`src/hw/rtl/esd_pkg.sv`:
```
package esd_pkg;

  // Position counters inside the decoder; reported positions are 16 bits
  localparam int POS_BITS = 16;

  // Results one input beat can cause, and the result queue depth
  localparam int MAX_RESULTS = 4;
  localparam int RES_IDX_BITS = $clog2(MAX_RESULTS);
  localparam int RES_CNT_BITS = $clog2(MAX_RESULTS + 1);
  localparam int QUEUE_DEPTH = 4;

  // Result kinds
  localparam logic [1:0] KIND_CHAR  = 2'd0;
  localparam logic [1:0] KIND_SLICE = 2'd1;
  localparam logic [1:0] KIND_ERROR = 2'd2;
  localparam logic [1:0] KIND_DONE  = 2'd3;

  // Error codes
  localparam logic [2:0] ERR_UNCLOSED_BRACE = 3'd0;
  localparam logic [2:0] ERR_TRAILING_BSL   = 3'd1;
  localparam logic [2:0] ERR_UNKNOWN_ESC    = 3'd2;
  localparam logic [2:0] ERR_BAD_NUMBER     = 3'd3;
  localparam logic [2:0] ERR_OCTAL_RANGE    = 3'd4;

  // Number kinds
  localparam logic [1:0] NUM_OCT = 2'd0;
  localparam logic [1:0] NUM_X   = 2'd1;
  localparam logic [1:0] NUM_U   = 2'd2;

  // Character codes
  localparam logic [15:0] CH_0      = 16'h0030;
  localparam logic [15:0] CH_7      = 16'h0037;
  localparam logic [15:0] CH_9      = 16'h0039;
  localparam logic [15:0] CH_A_UP   = 16'h0041;
  localparam logic [15:0] CH_F_UP   = 16'h0046;
  localparam logic [15:0] CH_A_LO   = 16'h0061;
  localparam logic [15:0] CH_F_LO   = 16'h0066;
  localparam logic [15:0] CH_T      = 16'h0074;
  localparam logic [15:0] CH_N      = 16'h006E;
  localparam logic [15:0] CH_R      = 16'h0072;
  localparam logic [15:0] CH_X_LO   = 16'h0078;
  localparam logic [15:0] CH_X_UP   = 16'h0058;
  localparam logic [15:0] CH_U_LO   = 16'h0075;
  localparam logic [15:0] CH_U_UP   = 16'h0055;
  localparam logic [15:0] CH_QUOTE  = 16'h0022;
  localparam logic [15:0] CH_APOS   = 16'h0027;
  localparam logic [15:0] CH_LBRACE = 16'h007B;
  localparam logic [15:0] CH_RBRACE = 16'h007D;
  localparam logic [15:0] CH_BSLASH = 16'h005C;
  localparam logic [15:0] CH_TAB    = 16'h0009;
  localparam logic [15:0] CH_LF     = 16'h000A;
  localparam logic [15:0] CH_CR     = 16'h000D;
  localparam logic [15:0] OCT_LIMIT = 16'h00FF;

  typedef struct packed {
    logic [1:0]  kind;
    logic [15:0] out_char;
    logic [15:0] slice_start;
    logic [15:0] slice_length;
    logic [2:0]  error_code;
  } result_t;

  // All results caused by one input beat
  typedef struct packed {
    result_t [MAX_RESULTS-1:0] res;
    logic [RES_CNT_BITS-1:0]   count;
  } bundle_t;

  function automatic result_t mk_char(logic [15:0] c);
    result_t r;
    r = '0;
    r.kind = KIND_CHAR;
    r.out_char = c;
    return r;
  endfunction

  function automatic result_t mk_slice(logic [15:0] st, logic [15:0] len);
    result_t r;
    r = '0;
    r.kind = KIND_SLICE;
    r.slice_start = st;
    r.slice_length = len;
    return r;
  endfunction

  function automatic result_t mk_error(logic [2:0] code);
    result_t r;
    r = '0;
    r.kind = KIND_ERROR;
    r.error_code = code;
    return r;
  endfunction

  function automatic result_t mk_done();
    result_t r;
    r = '0;
    r.kind = KIND_DONE;
    return r;
  endfunction

  // Digit value of c for the given number kind: {valid, value}
  function automatic logic [4:0] digit_of(logic [15:0] c, logic [1:0] kind);
    logic [4:0] d;
    d = '0;
    if (kind == NUM_OCT) begin
      if (c >= CH_0 && c <= CH_7) d = {1'b1, 4'(c - CH_0)};
    end else if (c >= CH_0 && c <= CH_9) begin
      d = {1'b1, 4'(c - CH_0)};
    end else if (c >= CH_A_LO && c <= CH_F_LO) begin
      d = {1'b1, 4'(c - CH_A_LO + 16'd10)};
    end else if (c >= CH_A_UP && c <= CH_F_UP) begin
      d = {1'b1, 4'(c - CH_A_UP + 16'd10)};
    end
    return d;
  endfunction

endpackage

```
`src/hw/rtl/esd_in_if.sv`:
```
interface esd_in_if;
  logic        valid;
  logic        ready;
  logic [15:0] char_code;
  logic        end_of_string;

  modport source (output valid, output char_code, output end_of_string, input ready);
  modport sink (input valid, input char_code, input end_of_string, output ready);
endinterface

```
`src/hw/rtl/esd_out_if.sv`:
```
interface esd_out_if;
  logic        valid;
  logic        ready;
  logic [1:0]  kind;
  logic [15:0] out_char;
  logic [15:0] slice_start;
  logic [15:0] slice_length;
  logic [2:0]  error_code;
  logic        last;

  modport source (output valid, output kind, output out_char, output slice_start,
                  output slice_length, output error_code, output last, input ready);
  modport sink (input valid, input kind, input out_char, input slice_start,
                input slice_length, input error_code, input last, output ready);
endinterface

```
`src/hw/rtl/esd_cfg_if.sv`:
```
interface esd_cfg_if;
  logic valid;
  logic ready;
  logic interpolation_enable;

  modport source (output valid, output interpolation_enable, input ready);
  modport sink (input valid, input interpolation_enable, output ready);
endinterface

```
`src/hw/rtl/esd_front.sv`:
```
module esd_front (
  input  logic             clk,
  input  logic             rst,
  esd_in_if.sink           chars,
  esd_cfg_if.sink          cfg,
  output esd_pkg::bundle_t bundle,
  output logic             bundle_valid,
  input  logic             bundle_ready
);
  import esd_pkg::*;

  localparam logic [2:0] MODE_NORMAL = 3'd0;
  localparam logic [2:0] MODE_ESCAPE = 3'd1;
  localparam logic [2:0] MODE_NUMBER = 3'd2;
  localparam logic [2:0] MODE_BRACE  = 3'd3;
  localparam logic [2:0] MODE_ERROR  = 3'd4;

  localparam logic [POS_BITS-1:0] POS_MAX = '1;

  logic                interpolation_enable;
  logic [2:0]          mode, mode_next;
  logic [1:0]          number_kind, number_kind_next;
  logic [2:0]          digit_count, digit_count_next;
  logic [15:0]         number_value, number_value_next;
  logic [POS_BITS-1:0] out_position, out_position_next;
  logic [POS_BITS-1:0] brace_start, brace_start_next;
  logic [POS_BITS-1:0] brace_length, brace_length_next;

  result_t [MAX_RESULTS-1:0] res;
  logic [RES_CNT_BITS-1:0]   cnt;
  logic [15:0]               c;
  logic [4:0]                dig;
  logic [2:0]                max_digits;
  logic                      do_normal;
  logic                      finish;
  logic                      resume;
  logic                      accept;

  assign cfg.ready = 1'b1;
  assign chars.ready = bundle_ready;
  assign accept = chars.valid && chars.ready;

  // Interpolation switch
  always_ff @(posedge clk) begin
    if (rst) begin
      interpolation_enable <= 1'b0;
    end else if (cfg.valid) begin
      interpolation_enable <= cfg.interpolation_enable;
    end
  end

  // Decode one beat: results in order, then the next stream state
  always_comb begin
    c = chars.char_code;
    dig = digit_of(c, number_kind);
    max_digits = (number_kind == NUM_OCT) ? 3'd3 : ((number_kind == NUM_X) ? 3'd2 : 3'd4);
    mode_next = mode;
    number_kind_next = number_kind;
    digit_count_next = digit_count;
    number_value_next = number_value;
    out_position_next = out_position;
    brace_start_next = brace_start;
    brace_length_next = brace_length;
    res = '0;
    cnt = '0;
    do_normal = 1'b0;
    finish = 1'b0;
    resume = 1'b0;

    case (mode)
      MODE_NORMAL: begin
        do_normal = 1'b1;
      end
      MODE_ESCAPE: begin
        mode_next = MODE_NORMAL;
        case (c)
          CH_T, CH_N, CH_R, CH_QUOTE, CH_APOS, CH_LBRACE, CH_BSLASH: begin
            if (c == CH_T) begin
              res[cnt[RES_IDX_BITS-1:0]] = mk_char(CH_TAB);
            end else if (c == CH_N) begin
              res[cnt[RES_IDX_BITS-1:0]] = mk_char(CH_LF);
            end else if (c == CH_R) begin
              res[cnt[RES_IDX_BITS-1:0]] = mk_char(CH_CR);
            end else begin
              res[cnt[RES_IDX_BITS-1:0]] = mk_char(c);
            end
            cnt = cnt + 1'b1;
            if (out_position_next != POS_MAX) out_position_next = out_position_next + 1'b1;
          end
          CH_X_LO, CH_X_UP: begin
            mode_next = MODE_NUMBER;
            number_kind_next = NUM_X;
            digit_count_next = 3'd0;
            number_value_next = 16'd0;
          end
          CH_U_LO, CH_U_UP: begin
            mode_next = MODE_NUMBER;
            number_kind_next = NUM_U;
            digit_count_next = 3'd0;
            number_value_next = 16'd0;
          end
          default: begin
            if (c >= CH_0 && c <= CH_7) begin
              mode_next = MODE_NUMBER;
              number_kind_next = NUM_OCT;
              digit_count_next = 3'd1;
              number_value_next = c - CH_0;
            end else begin
              res[cnt[RES_IDX_BITS-1:0]] = mk_error(ERR_UNKNOWN_ESC);
              cnt = cnt + 1'b1;
              mode_next = MODE_ERROR;
            end
          end
        endcase
      end
      MODE_NUMBER: begin
        if (dig[4]) begin
          // Accumulate the digit; a full number closes at once
          if (number_kind == NUM_OCT) begin
            number_value_next = {number_value[12:0], 3'b000} | {12'd0, dig[3:0]};
          end else begin
            number_value_next = {number_value[11:0], dig[3:0]};
          end
          digit_count_next = digit_count + 3'd1;
          finish = (digit_count_next >= max_digits);
        end else if (digit_count == 3'd0) begin
          res[cnt[RES_IDX_BITS-1:0]] = mk_error(ERR_BAD_NUMBER);
          cnt = cnt + 1'b1;
          mode_next = MODE_ERROR;
        end else begin
          finish = 1'b1;
          resume = 1'b1;
        end
        if (finish) begin
          if (number_kind == NUM_OCT && number_value_next > OCT_LIMIT) begin
            res[cnt[RES_IDX_BITS-1:0]] = mk_error(ERR_OCTAL_RANGE);
            cnt = cnt + 1'b1;
            mode_next = MODE_ERROR;
          end else begin
            res[cnt[RES_IDX_BITS-1:0]] = mk_char(number_value_next);
            cnt = cnt + 1'b1;
            if (out_position_next != POS_MAX) out_position_next = out_position_next + 1'b1;
            mode_next = MODE_NORMAL;
            digit_count_next = 3'd0;
            number_value_next = 16'd0;
          end
        end
        // The character that ended the number is decoded as plain text
        if (resume && mode_next == MODE_NORMAL) do_normal = 1'b1;
      end
      MODE_BRACE: begin
        res[cnt[RES_IDX_BITS-1:0]] = mk_char(c);
        cnt = cnt + 1'b1;
        if (out_position_next != POS_MAX) out_position_next = out_position_next + 1'b1;
        if (brace_length != POS_MAX) brace_length_next = brace_length + 1'b1;
        if (c == CH_RBRACE) begin
          res[cnt[RES_IDX_BITS-1:0]] = mk_slice(16'(brace_start), 16'(brace_length_next));
          cnt = cnt + 1'b1;
          mode_next = MODE_NORMAL;
        end
      end
      default: begin
      end
    endcase

    // Plain character handling
    if (do_normal) begin
      if (c == CH_LBRACE && interpolation_enable) begin
        brace_start_next = out_position_next;
        brace_length_next = POS_BITS'(1);
        res[cnt[RES_IDX_BITS-1:0]] = mk_char(c);
        cnt = cnt + 1'b1;
        if (out_position_next != POS_MAX) out_position_next = out_position_next + 1'b1;
        mode_next = MODE_BRACE;
      end else if (c == CH_BSLASH) begin
        mode_next = MODE_ESCAPE;
      end else begin
        res[cnt[RES_IDX_BITS-1:0]] = mk_char(c);
        cnt = cnt + 1'b1;
        if (out_position_next != POS_MAX) out_position_next = out_position_next + 1'b1;
      end
    end

    // Close the string: report what is left open, then done
    if (chars.end_of_string) begin
      if (mode_next == MODE_ESCAPE) begin
        res[cnt[RES_IDX_BITS-1:0]] = mk_error(ERR_TRAILING_BSL);
        cnt = cnt + 1'b1;
      end else if (mode_next == MODE_NUMBER) begin
        res[cnt[RES_IDX_BITS-1:0]] = mk_error(ERR_BAD_NUMBER);
        cnt = cnt + 1'b1;
      end else if (mode_next == MODE_BRACE) begin
        res[cnt[RES_IDX_BITS-1:0]] = mk_error(ERR_UNCLOSED_BRACE);
        cnt = cnt + 1'b1;
      end
      res[cnt[RES_IDX_BITS-1:0]] = mk_done();
      cnt = cnt + 1'b1;
      mode_next = MODE_NORMAL;
      number_kind_next = NUM_OCT;
      digit_count_next = 3'd0;
      number_value_next = 16'd0;
      out_position_next = '0;
      brace_start_next = '0;
      brace_length_next = '0;
    end
  end

  assign bundle.res = res;
  assign bundle.count = cnt;
  assign bundle_valid = accept && (cnt != '0);

  // Advance the stream state on each accepted beat
  always_ff @(posedge clk) begin
    if (rst) begin
      mode <= MODE_NORMAL;
      number_kind <= NUM_OCT;
      digit_count <= 3'd0;
      number_value <= 16'd0;
      out_position <= '0;
      brace_start <= '0;
      brace_length <= '0;
    end else if (accept) begin
      mode <= mode_next;
      number_kind <= number_kind_next;
      digit_count <= digit_count_next;
      number_value <= number_value_next;
      out_position <= out_position_next;
      brace_start <= brace_start_next;
      brace_length <= brace_length_next;
    end
  end

endmodule

```
`src/hw/rtl/esd_queue.sv`:
```
module esd_queue (
  input  logic             clk,
  input  logic             rst,
  input  esd_pkg::bundle_t push_data,
  input  logic             push,
  output logic             not_full,
  output esd_pkg::bundle_t head,
  output logic             not_empty,
  input  logic             pop
);
  import esd_pkg::*;

  localparam int PTR_BITS = $clog2(QUEUE_DEPTH);
  localparam int CNT_BITS = $clog2(QUEUE_DEPTH + 1);

  bundle_t             entries [QUEUE_DEPTH];
  logic [PTR_BITS-1:0] wr_ptr;
  logic [PTR_BITS-1:0] rd_ptr;
  logic [CNT_BITS-1:0] fill;

  assign not_full = (fill != CNT_BITS'(QUEUE_DEPTH));
  assign not_empty = (fill != '0);
  assign head = entries[rd_ptr];

  // Store pushed bundles
  always_ff @(posedge clk) begin
    if (push) entries[wr_ptr] <= push_data;
  end

  // Move pointers and fill level
  always_ff @(posedge clk) begin
    if (rst) begin
      wr_ptr <= '0;
      rd_ptr <= '0;
      fill <= '0;
    end else begin
      if (push) wr_ptr <= (wr_ptr == PTR_BITS'(QUEUE_DEPTH - 1)) ? '0 : wr_ptr + 1'b1;
      if (pop) rd_ptr <= (rd_ptr == PTR_BITS'(QUEUE_DEPTH - 1)) ? '0 : rd_ptr + 1'b1;
      if (push && !pop) begin
        fill <= fill + 1'b1;
      end else if (pop && !push) begin
        fill <= fill - 1'b1;
      end
    end
  end

endmodule

```
`src/hw/rtl/esd_back.sv`:
```
module esd_back (
  input  logic             clk,
  input  logic             rst,
  input  esd_pkg::bundle_t head,
  input  logic             head_valid,
  output logic             pop,
  esd_out_if.source        results
);
  import esd_pkg::*;

  logic [RES_IDX_BITS-1:0] idx;
  logic                    is_last;
  result_t                 cur;

  assign cur = head.res[idx];
  assign is_last = (idx == RES_IDX_BITS'(head.count - 1'b1));

  assign results.valid = head_valid;
  assign results.kind = cur.kind;
  assign results.out_char = cur.out_char;
  assign results.slice_start = cur.slice_start;
  assign results.slice_length = cur.slice_length;
  assign results.error_code = cur.error_code;
  assign results.last = is_last;

  // Drop the bundle once its final result has gone out
  assign pop = results.valid && results.ready && is_last;

  // Step through the results of the head bundle
  always_ff @(posedge clk) begin
    if (rst) begin
      idx <= '0;
    end else if (results.valid && results.ready) begin
      if (is_last) begin
        idx <= '0;
      end else begin
        idx <= idx + 1'b1;
      end
    end
  end

endmodule

```
`src/hw/rtl/escape_sequence_decoder.sv`:
```
// Escape sequence decoder: takes a string literal one 16-bit code unit per beat and returns
// decoded characters, interpolation slice records, errors and a done marker, one result per
// output beat, with last set on the final result of each input beat. The front end decodes
// one code unit per clock and files its results, up to four, as one bundle in a four-entry
// queue; the back end sends them out one per clock while results.ready is high. A unit with
// at most one result thus flows at one per cycle; input stalls only while the queue is full.
// The user must write the interpolation_enable register through the cfg channel, which is
// always ready, only while the decoder is idle; the block does not enforce this.
module escape_sequence_decoder (
  input  logic      clk,
  input  logic      rst,
  esd_in_if.sink    chars,
  esd_out_if.source results,
  esd_cfg_if.sink   cfg
);
  import esd_pkg::*;

  bundle_t push_data;
  bundle_t head;
  logic    push;
  logic    not_full;
  logic    not_empty;
  logic    pop;

  // Decode and classify
  esd_front u_front (
    .clk          (clk),
    .rst          (rst),
    .chars        (chars),
    .cfg          (cfg),
    .bundle       (push_data),
    .bundle_valid (push),
    .bundle_ready (not_full)
  );

  // Hold bundles between the two sides
  esd_queue u_queue (
    .clk       (clk),
    .rst       (rst),
    .push_data (push_data),
    .push      (push),
    .not_full  (not_full),
    .head      (head),
    .not_empty (not_empty),
    .pop       (pop)
  );

  // Send results out one beat at a time
  esd_back u_back (
    .clk        (clk),
    .rst        (rst),
    .head       (head),
    .head_valid (not_empty),
    .pop        (pop),
    .results    (results)
  );

endmodule

```
`src/flat_wrapper.sv`:
```
// flat-port wrapper written by rule: the top's interface ports become plain ports
module escape_sequence_decoder_flat import esd_pkg::*;
  (clk, rst, chars_valid, chars_char_code, chars_end_of_string, chars_ready, results_valid, results_kind, results_out_char, results_slice_start, results_slice_length, results_error_code, results_last, results_ready, cfg_valid, cfg_interpolation_enable, cfg_ready);
  esd_in_if chars_i ();
  esd_out_if results_i ();
  esd_cfg_if cfg_i ();
  input  logic clk;
  input  logic rst;
  input wire logic [$bits(chars_i.valid)-1:0] chars_valid;
  input wire logic [$bits(chars_i.char_code)-1:0] chars_char_code;
  input wire logic [$bits(chars_i.end_of_string)-1:0] chars_end_of_string;
  output wire logic [$bits(chars_i.ready)-1:0] chars_ready;
  output wire logic [$bits(results_i.valid)-1:0] results_valid;
  output wire logic [$bits(results_i.kind)-1:0] results_kind;
  output wire logic [$bits(results_i.out_char)-1:0] results_out_char;
  output wire logic [$bits(results_i.slice_start)-1:0] results_slice_start;
  output wire logic [$bits(results_i.slice_length)-1:0] results_slice_length;
  output wire logic [$bits(results_i.error_code)-1:0] results_error_code;
  output wire logic [$bits(results_i.last)-1:0] results_last;
  input wire logic [$bits(results_i.ready)-1:0] results_ready;
  input wire logic [$bits(cfg_i.valid)-1:0] cfg_valid;
  input wire logic [$bits(cfg_i.interpolation_enable)-1:0] cfg_interpolation_enable;
  output wire logic [$bits(cfg_i.ready)-1:0] cfg_ready;
  assign chars_i.valid = chars_valid;
  assign chars_i.char_code = chars_char_code;
  assign chars_i.end_of_string = chars_end_of_string;
  assign chars_ready = chars_i.ready;
  assign results_valid = results_i.valid;
  assign results_kind = results_i.kind;
  assign results_out_char = results_i.out_char;
  assign results_slice_start = results_i.slice_start;
  assign results_slice_length = results_i.slice_length;
  assign results_error_code = results_i.error_code;
  assign results_last = results_i.last;
  assign results_i.ready = results_ready;
  assign cfg_i.valid = cfg_valid;
  assign cfg_i.interpolation_enable = cfg_interpolation_enable;
  assign cfg_ready = cfg_i.ready;
  escape_sequence_decoder u_core (.clk(clk), .rst(rst), .chars(chars_i), .results(results_i), .cfg(cfg_i));
endmodule
```
`config.mk`:
```
export PLATFORM = sky130hd
export DESIGN_NAME = escape_sequence_decoder_flat
export DESIGN_NICKNAME = d
export VERILOG_FILES = /design/src/hw/rtl/esd_pkg.sv /design/src/hw/rtl/esd_in_if.sv /design/src/hw/rtl/esd_out_if.sv /design/src/hw/rtl/esd_cfg_if.sv /design/src/hw/rtl/esd_front.sv /design/src/hw/rtl/esd_queue.sv /design/src/hw/rtl/esd_back.sv /design/src/hw/rtl/escape_sequence_decoder.sv /design/src/flat_wrapper.sv
export SDC_FILE = /design/constraint.sdc
export NUM_CORES = 1
export LEC_CHECK = 0
export BUFFER_PORTS_ARGS = -buffer_cell sky130_fd_sc_hd__buf_4
export CAP_MARGIN = 20
export CORE_MARGIN = 2
export CORE_UTILIZATION = 63
export CTS_CLUSTER_SIZE = 24
export DETAILED_ROUTE_END_ITERATION = 8
export PLACE_DENSITY = 0.81
export SYNTH_ARGS = -nofsm -noshare
export SYNTH_HDL_FRONTEND = slang
export SYNTH_SLANG_ARGS = --single-unit
```
`constraint.sdc`:
```
create_clock -name clk -period 13.05 [get_ports clk]
set_input_delay 1.9575 -clock clk [delete_from_list [all_inputs] [get_ports clk]]
set_output_delay 1.9575 -clock clk [all_outputs]
set_load 0.03 [all_outputs]
```
==> run summary <==
The run finished with clean final reports. At the pin with the least slew margin, the transition time is 1.07 ns. TritonCTS built the clock tree. The fill cell total of the finished layout is ~2600. The chip width came out at 207 um. Across every metal layer, demand over resource in global routing totals between 30% and 40%. The HPWL after detailed placement is roughly 43 mm. Sorting the synthesized cells by area gives the leading types as sky130_fd_sc_hd__edfxtp_1 (54%), sky130_fd_sc_hd__mux4_2 (12%), sky130_fd_sc_hd__dfxtp_1 (6.5%). The post-synthesis instance area is about 0.026 mm2. The maximum buffer depth of the clock tree is 3. The clock skew is a little under 0.03 ns. Dividing the detail-routed wire length by the instance count gives approximately 28 um. The number of global-route vias before repair came out at ~17000.

The type of element launching the critical path is a primary input. The number of gates resized after CTS is 0. The post-synthesis async set-or-reset flop share is 0%. The adder-cell share of the synthesized area is around 1.7%. The standard-cell row count came out at between 70 and 80. The detailed-route wire length came out at approximately 69 mm. The normalized max-slew margin is roughly 29%. After synthesis the netlist holds a flip-flop and latch count of between 500 and 600. The largest vdd supply drop is slightly above 0.1 mV. The ratio of routed vias to standard cells came out at a little under 7. The multi-input gate area in the final layout came out at a little under 0.01 mm2. The static power due to leakage came out at slightly below 10 nW. The area occupied by registers is approximately 0.016 mm2. The placed instances occupy a cell area of roughly 0.027 mm2. The number of port buffers is 78.

The first-pass iteration count of the detailed router is 6. The number of warnings printed during yosys synthesis is 0. The instance count of the mapped netlist came out at approximately 1900. STA puts the critical path data required time at around 13 ns. The worst setup path is captured at a register.

The leading cell type by number of instances after synthesis is sky130_fd_sc_hd__edfxtp_1. The cell sitting at the root of the clock tree is a sky130_fd_sc_hd__clkbuf_16. The min-delay analysis places its worst path in the category reg -> reg. The post-CTS clock slew at the launch and capture registers of the worst setup and hold paths came out at about 0.060 ns. The quantity of hold-fixing buffers added after cts is 0. The ratio of final minimum period to clock period is a little under three quarters.

The final core utilization is slightly above 70%. The routability congestion estimate is roughly 0.94. The post-route minimum period is about 9.3 ns. The number of flops mapped to enable cells by yosys came out at roughly 460. From synthesis to final layout, the design area changed by 10.6%. The post-detailed-route count of antenna-violating nets came out at 0. The commonest cells after synthesis are sky130_fd_sc_hd__edfxtp_1 (464), sky130_fd_sc_hd__nor2_1 (174), sky130_fd_sc_hd__mux4_2 (136). Timing would allow up to 108 MHz. The worst setup slack before clock tree synthesis is roughly 3.3 ns. The data arrival time of the critical path is 9.50 ns. The overall die area is between 0.04 and 0.05 mm2. Summed over all instances, the cell type with the most area after synthesis is sky130_fd_sc_hd__edfxtp_1. The max-slew violation count was 0.

The fraction of synthesized cell area in xor and xnor cells is 1.51%. The number of antenna violations at the first check in global routing came out at 1. The y dimension of the die came out at approximately 210 um. For this design the ratio of total power to cell area is between 150 and 200 mW/mm2. After Yosys synthesis, and, or, nand and nor cells account for 11.8% of the synthesized area.

The proportion of netlist area held by the largest area contributor came out at a little over half. The total DRC errors in the routed layout is 0. The H-tree was split into 2 levels. The core region is slightly above 0.04 mm2.

The violation count after the first detailed-routing iteration came out at around 2200. Once the floorplan was initialized, standard cells occupied around 64% of the core. The critical path in this run is classified as in -> reg.

Among all flip-flop cells after synthesis, the most frequent one is sky130_fd_sc_hd__edfxtp_1. The total vias in the final route came out at around 17000. The count of final setup violators came out at 0. Clock tree synthesis found a total of ~550 sinks. Setup repair after global routing left no endpoint under its margin. The fraction of final layout cells with drive strength greater than 1 is 20.1%. By area, the combinational part of the netlist is dominated by multiplexers. The fraction of synthesized area in multiplexers is a little over an eighth. The final count of hold timing violations came out at 0. With fillers left out, the area of the finished cells amounts to 0.0287 mm2. The source-to-sink clock delay at the later pin of the worst-skew pair is about 0.62 ns. The overall power of the completed layout came out at about 4.5 mW. The number of different library cells used by synthesis comes to roughly 110. The final total negative setup slack came out at 0 ns. The post-synthesis sequential area ratio is around three fifths. The number of top-level design ports is 80. The global route total overflow is 0. The number of buffers created by CTS is 53. Buffers added to address setup during post-CTS repair amount to 0. The largest fanout on the critical path came out at 62.

Entering global routing, the biggest net connects between 70 and 80 pins. The number of nets in the finished design came out at roughly 2000. The area fraction in compound gates after synthesis came out at a little under a tenth. The number of maximum-capacitance violations is 0.

In this run the mean area of a mapped cell was approximately 14 um2. The worst setup margin is between 3 and 4 ns. The first global-routing pass estimated just over 100 mm of wire.
logic make-up (layout without fill, tap and decap cells):
family / after synthesis / in the layout
AO/OA/AOI/OAI: 339 / 339
XOR/XNOR: 44 / 44
adder cells (fa/ha/maj): 34 / 34
buffers and inverters: 144 / 228
flip-flops: 548 / 548
multiplexers: 169 / 169
other: 2 / 6
AND/OR/NAND/NOR: 585 / 585
placed cells by master, fill, tap and decap left out, types with 6 or more instances in the layout:
| cell type | synthesis | final |
|---|---|---|
| sky130_fd_sc_hd__a211o_1 | 6 | 6 |
| sky130_fd_sc_hd__a211oi_1 | 13 | 13 |
| sky130_fd_sc_hd__a21o_1 | 6 | 6 |
| sky130_fd_sc_hd__a21oi_1 | 84 | 84 |
| sky130_fd_sc_hd__a22oi_1 | 40 | 40 |
| sky130_fd_sc_hd__a311oi_1 | 7 | 7 |
| sky130_fd_sc_hd__a31oi_1 | 16 | 16 |
| sky130_fd_sc_hd__and2_1 | 55 | 51 |
| sky130_fd_sc_hd__and3_1 | 29 | 29 |
| sky130_fd_sc_hd__buf_4 | 6 | 94 |
| sky130_fd_sc_hd__clkbuf_1 | 71 | 14 |
| sky130_fd_sc_hd__clkbuf_16 | 0 | 53 |
| sky130_fd_sc_hd__clkinv_1 | 1 | 7 |
| sky130_fd_sc_hd__clkinv_2 | 0 | 8 |
| sky130_fd_sc_hd__dfxtp_1 | 84 | 81 |
| sky130_fd_sc_hd__edfxtp_1 | 464 | 464 |
| sky130_fd_sc_hd__ha_1 | 33 | 33 |
| sky130_fd_sc_hd__inv_1 | 31 | 31 |
| sky130_fd_sc_hd__mux2_2 | 9 | 9 |
| sky130_fd_sc_hd__mux2i_1 | 24 | 24 |
| sky130_fd_sc_hd__mux4_2 | 136 | 136 |
| sky130_fd_sc_hd__nand2_1 | 100 | 100 |
| sky130_fd_sc_hd__nand2b_1 | 13 | 13 |
| sky130_fd_sc_hd__nand3_1 | 28 | 28 |
| sky130_fd_sc_hd__nand3b_1 | 9 | 9 |
| sky130_fd_sc_hd__nand4_1 | 15 | 15 |
| sky130_fd_sc_hd__nor2_1 | 174 | 174 |
| sky130_fd_sc_hd__nor2_2 | 8 | 8 |
| sky130_fd_sc_hd__nor2b_1 | 42 | 42 |
| sky130_fd_sc_hd__nor3_1 | 36 | 36 |
| sky130_fd_sc_hd__nor4_1 | 18 | 18 |
| sky130_fd_sc_hd__o211ai_1 | 19 | 19 |
| sky130_fd_sc_hd__o21ai_0 | 49 | 49 |
| sky130_fd_sc_hd__o21ai_1 | 10 | 10 |
| sky130_fd_sc_hd__o22ai_1 | 7 | 7 |
| sky130_fd_sc_hd__or2_2 | 8 | 8 |
| sky130_fd_sc_hd__or3_1 | 11 | 11 |
| sky130_fd_sc_hd__xnor2_1 | 23 | 23 |
| sky130_fd_sc_hd__xor2_1 | 20 | 20 |
layer usage:
metal  vias to the layer above  wire (um)  track usage (%)  share of wire [%]
met5                         -         10                0              0.014
met2                       997      34400             53.4                 50
li1                       7355          -                -                  -
met1                      8687      26600             45.0                 38
met4                         2       1670             8.18                2.4
met3                       139       6560             7.22                9.5
flip-flops by register name (all words and copies together) (netlist names), named ones only:
name / count
u_core.u_queue.entries: 464
u_core.u_queue.fill: 3
u_core.u_front.digit_count: 3
u_core.u_front.brace_start: 16
u_core.u_queue.wr_ptr: 2
u_core.u_front.number_value: 16
u_core.u_front.out_position: 16
u_core.u_front.number_kind: 2
u_core.u_front.mode: 3
u_core.u_front.brace_length: 16
u_core.u_back.idx: 2
u_core.u_front.interpolation_enable: 1
u_core.u_queue.rd_ptr: 2
worst paths after layout:
check        depth (start not counted)  slack [ns]                                          from                                            to
min                                  2        0.50  u_core.u_front.brace_length[12]$_SDFFE_PP0P_  u_core.u_front.brace_length[12]$_SDFFE_PP0P_
max reg2reg                         24        4.29    u_core.u_front.number_kind[1]$_SDFFE_PP0P_      u_core.u_queue.entries[3][210]$_DFFE_PP_
max                                 25        3.77                            chars_char_code[1]      u_core.u_queue.entries[3][210]$_DFFE_PP_
min reg2reg                          2        0.50  u_core.u_front.brace_length[12]$_SDFFE_PP0P_  u_core.u_front.brace_length[12]$_SDFFE_PP0P_
worst max-delay path, cell delays in order:
cell and delay [ns]:
sky130_fd_sc_hd__buf_4 0.16, sky130_fd_sc_hd__inv_1 0.21, sky130_fd_sc_hd__ha_1 0.36, sky130_fd_sc_hd__or4b_1 0.50, sky130_fd_sc_hd__nor3b_2 0.22, sky130_fd_sc_hd__a211oi_2 0.11
sky130_fd_sc_hd__nor2_4 0.21, sky130_fd_sc_hd__a41oi_4 0.18, sky130_fd_sc_hd__inv_4 0.24, sky130_fd_sc_hd__nor2_2 0.07, sky130_fd_sc_hd__ha_1 0.31, sky130_fd_sc_hd__a221oi_2 0.51
sky130_fd_sc_hd__ha_1 0.35, sky130_fd_sc_hd__mux2i_1 0.27, sky130_fd_sc_hd__inv_1 0.14, sky130_fd_sc_hd__ha_1 0.31, sky130_fd_sc_hd__o21ai_0 0.35, sky130_fd_sc_hd__ha_1 0.32
sky130_fd_sc_hd__and2_1 0.24, sky130_fd_sc_hd__nand2_1 0.08, sky130_fd_sc_hd__a211oi_1 0.22, sky130_fd_sc_hd__a31oi_1 0.10, sky130_fd_sc_hd__a41oi_4 0.34, sky130_fd_sc_hd__and2_4 0.75
sky130_fd_sc_hd__buf_4 0.86
report_power, final:
part           leakage, nW  total (mW)  internal (mW)  switching [mW]
Clock                0.853        1.55          0.882           0.671
Sequential            5.15        2.14           2.06          0.0772
Combinational         3.68       0.823          0.335           0.487
Total                 9.68        4.51           3.28            1.24
final cells by class:
cell class	count	share of cell area (%)
diodes	1	0.00872
clock buffers	72	5.02
clock inverters	26	1.09
inverters	34	0.453
multi-input cells	1176	34.0
flip-flops and latches	548	54.4
well taps	532	2.32
repair buffers	96	2.65
per-stage QoR:
| step | hold slack (ns) | instances |
|---|---|---|
| 5_1_grt | 0.508 | 2484 |
| 3_3_place_gp | 0.457 | 2384 |
| 6_report | 0.496 | 2485 |
| 3_5_place_dp | 0.465 | 2384 |
| 4_1_cts | 0.490 | 2482 |
| 2_1_floorplan | 0.445 | 1868 |
Note: power is estimated with default switching activity, not from simulation.
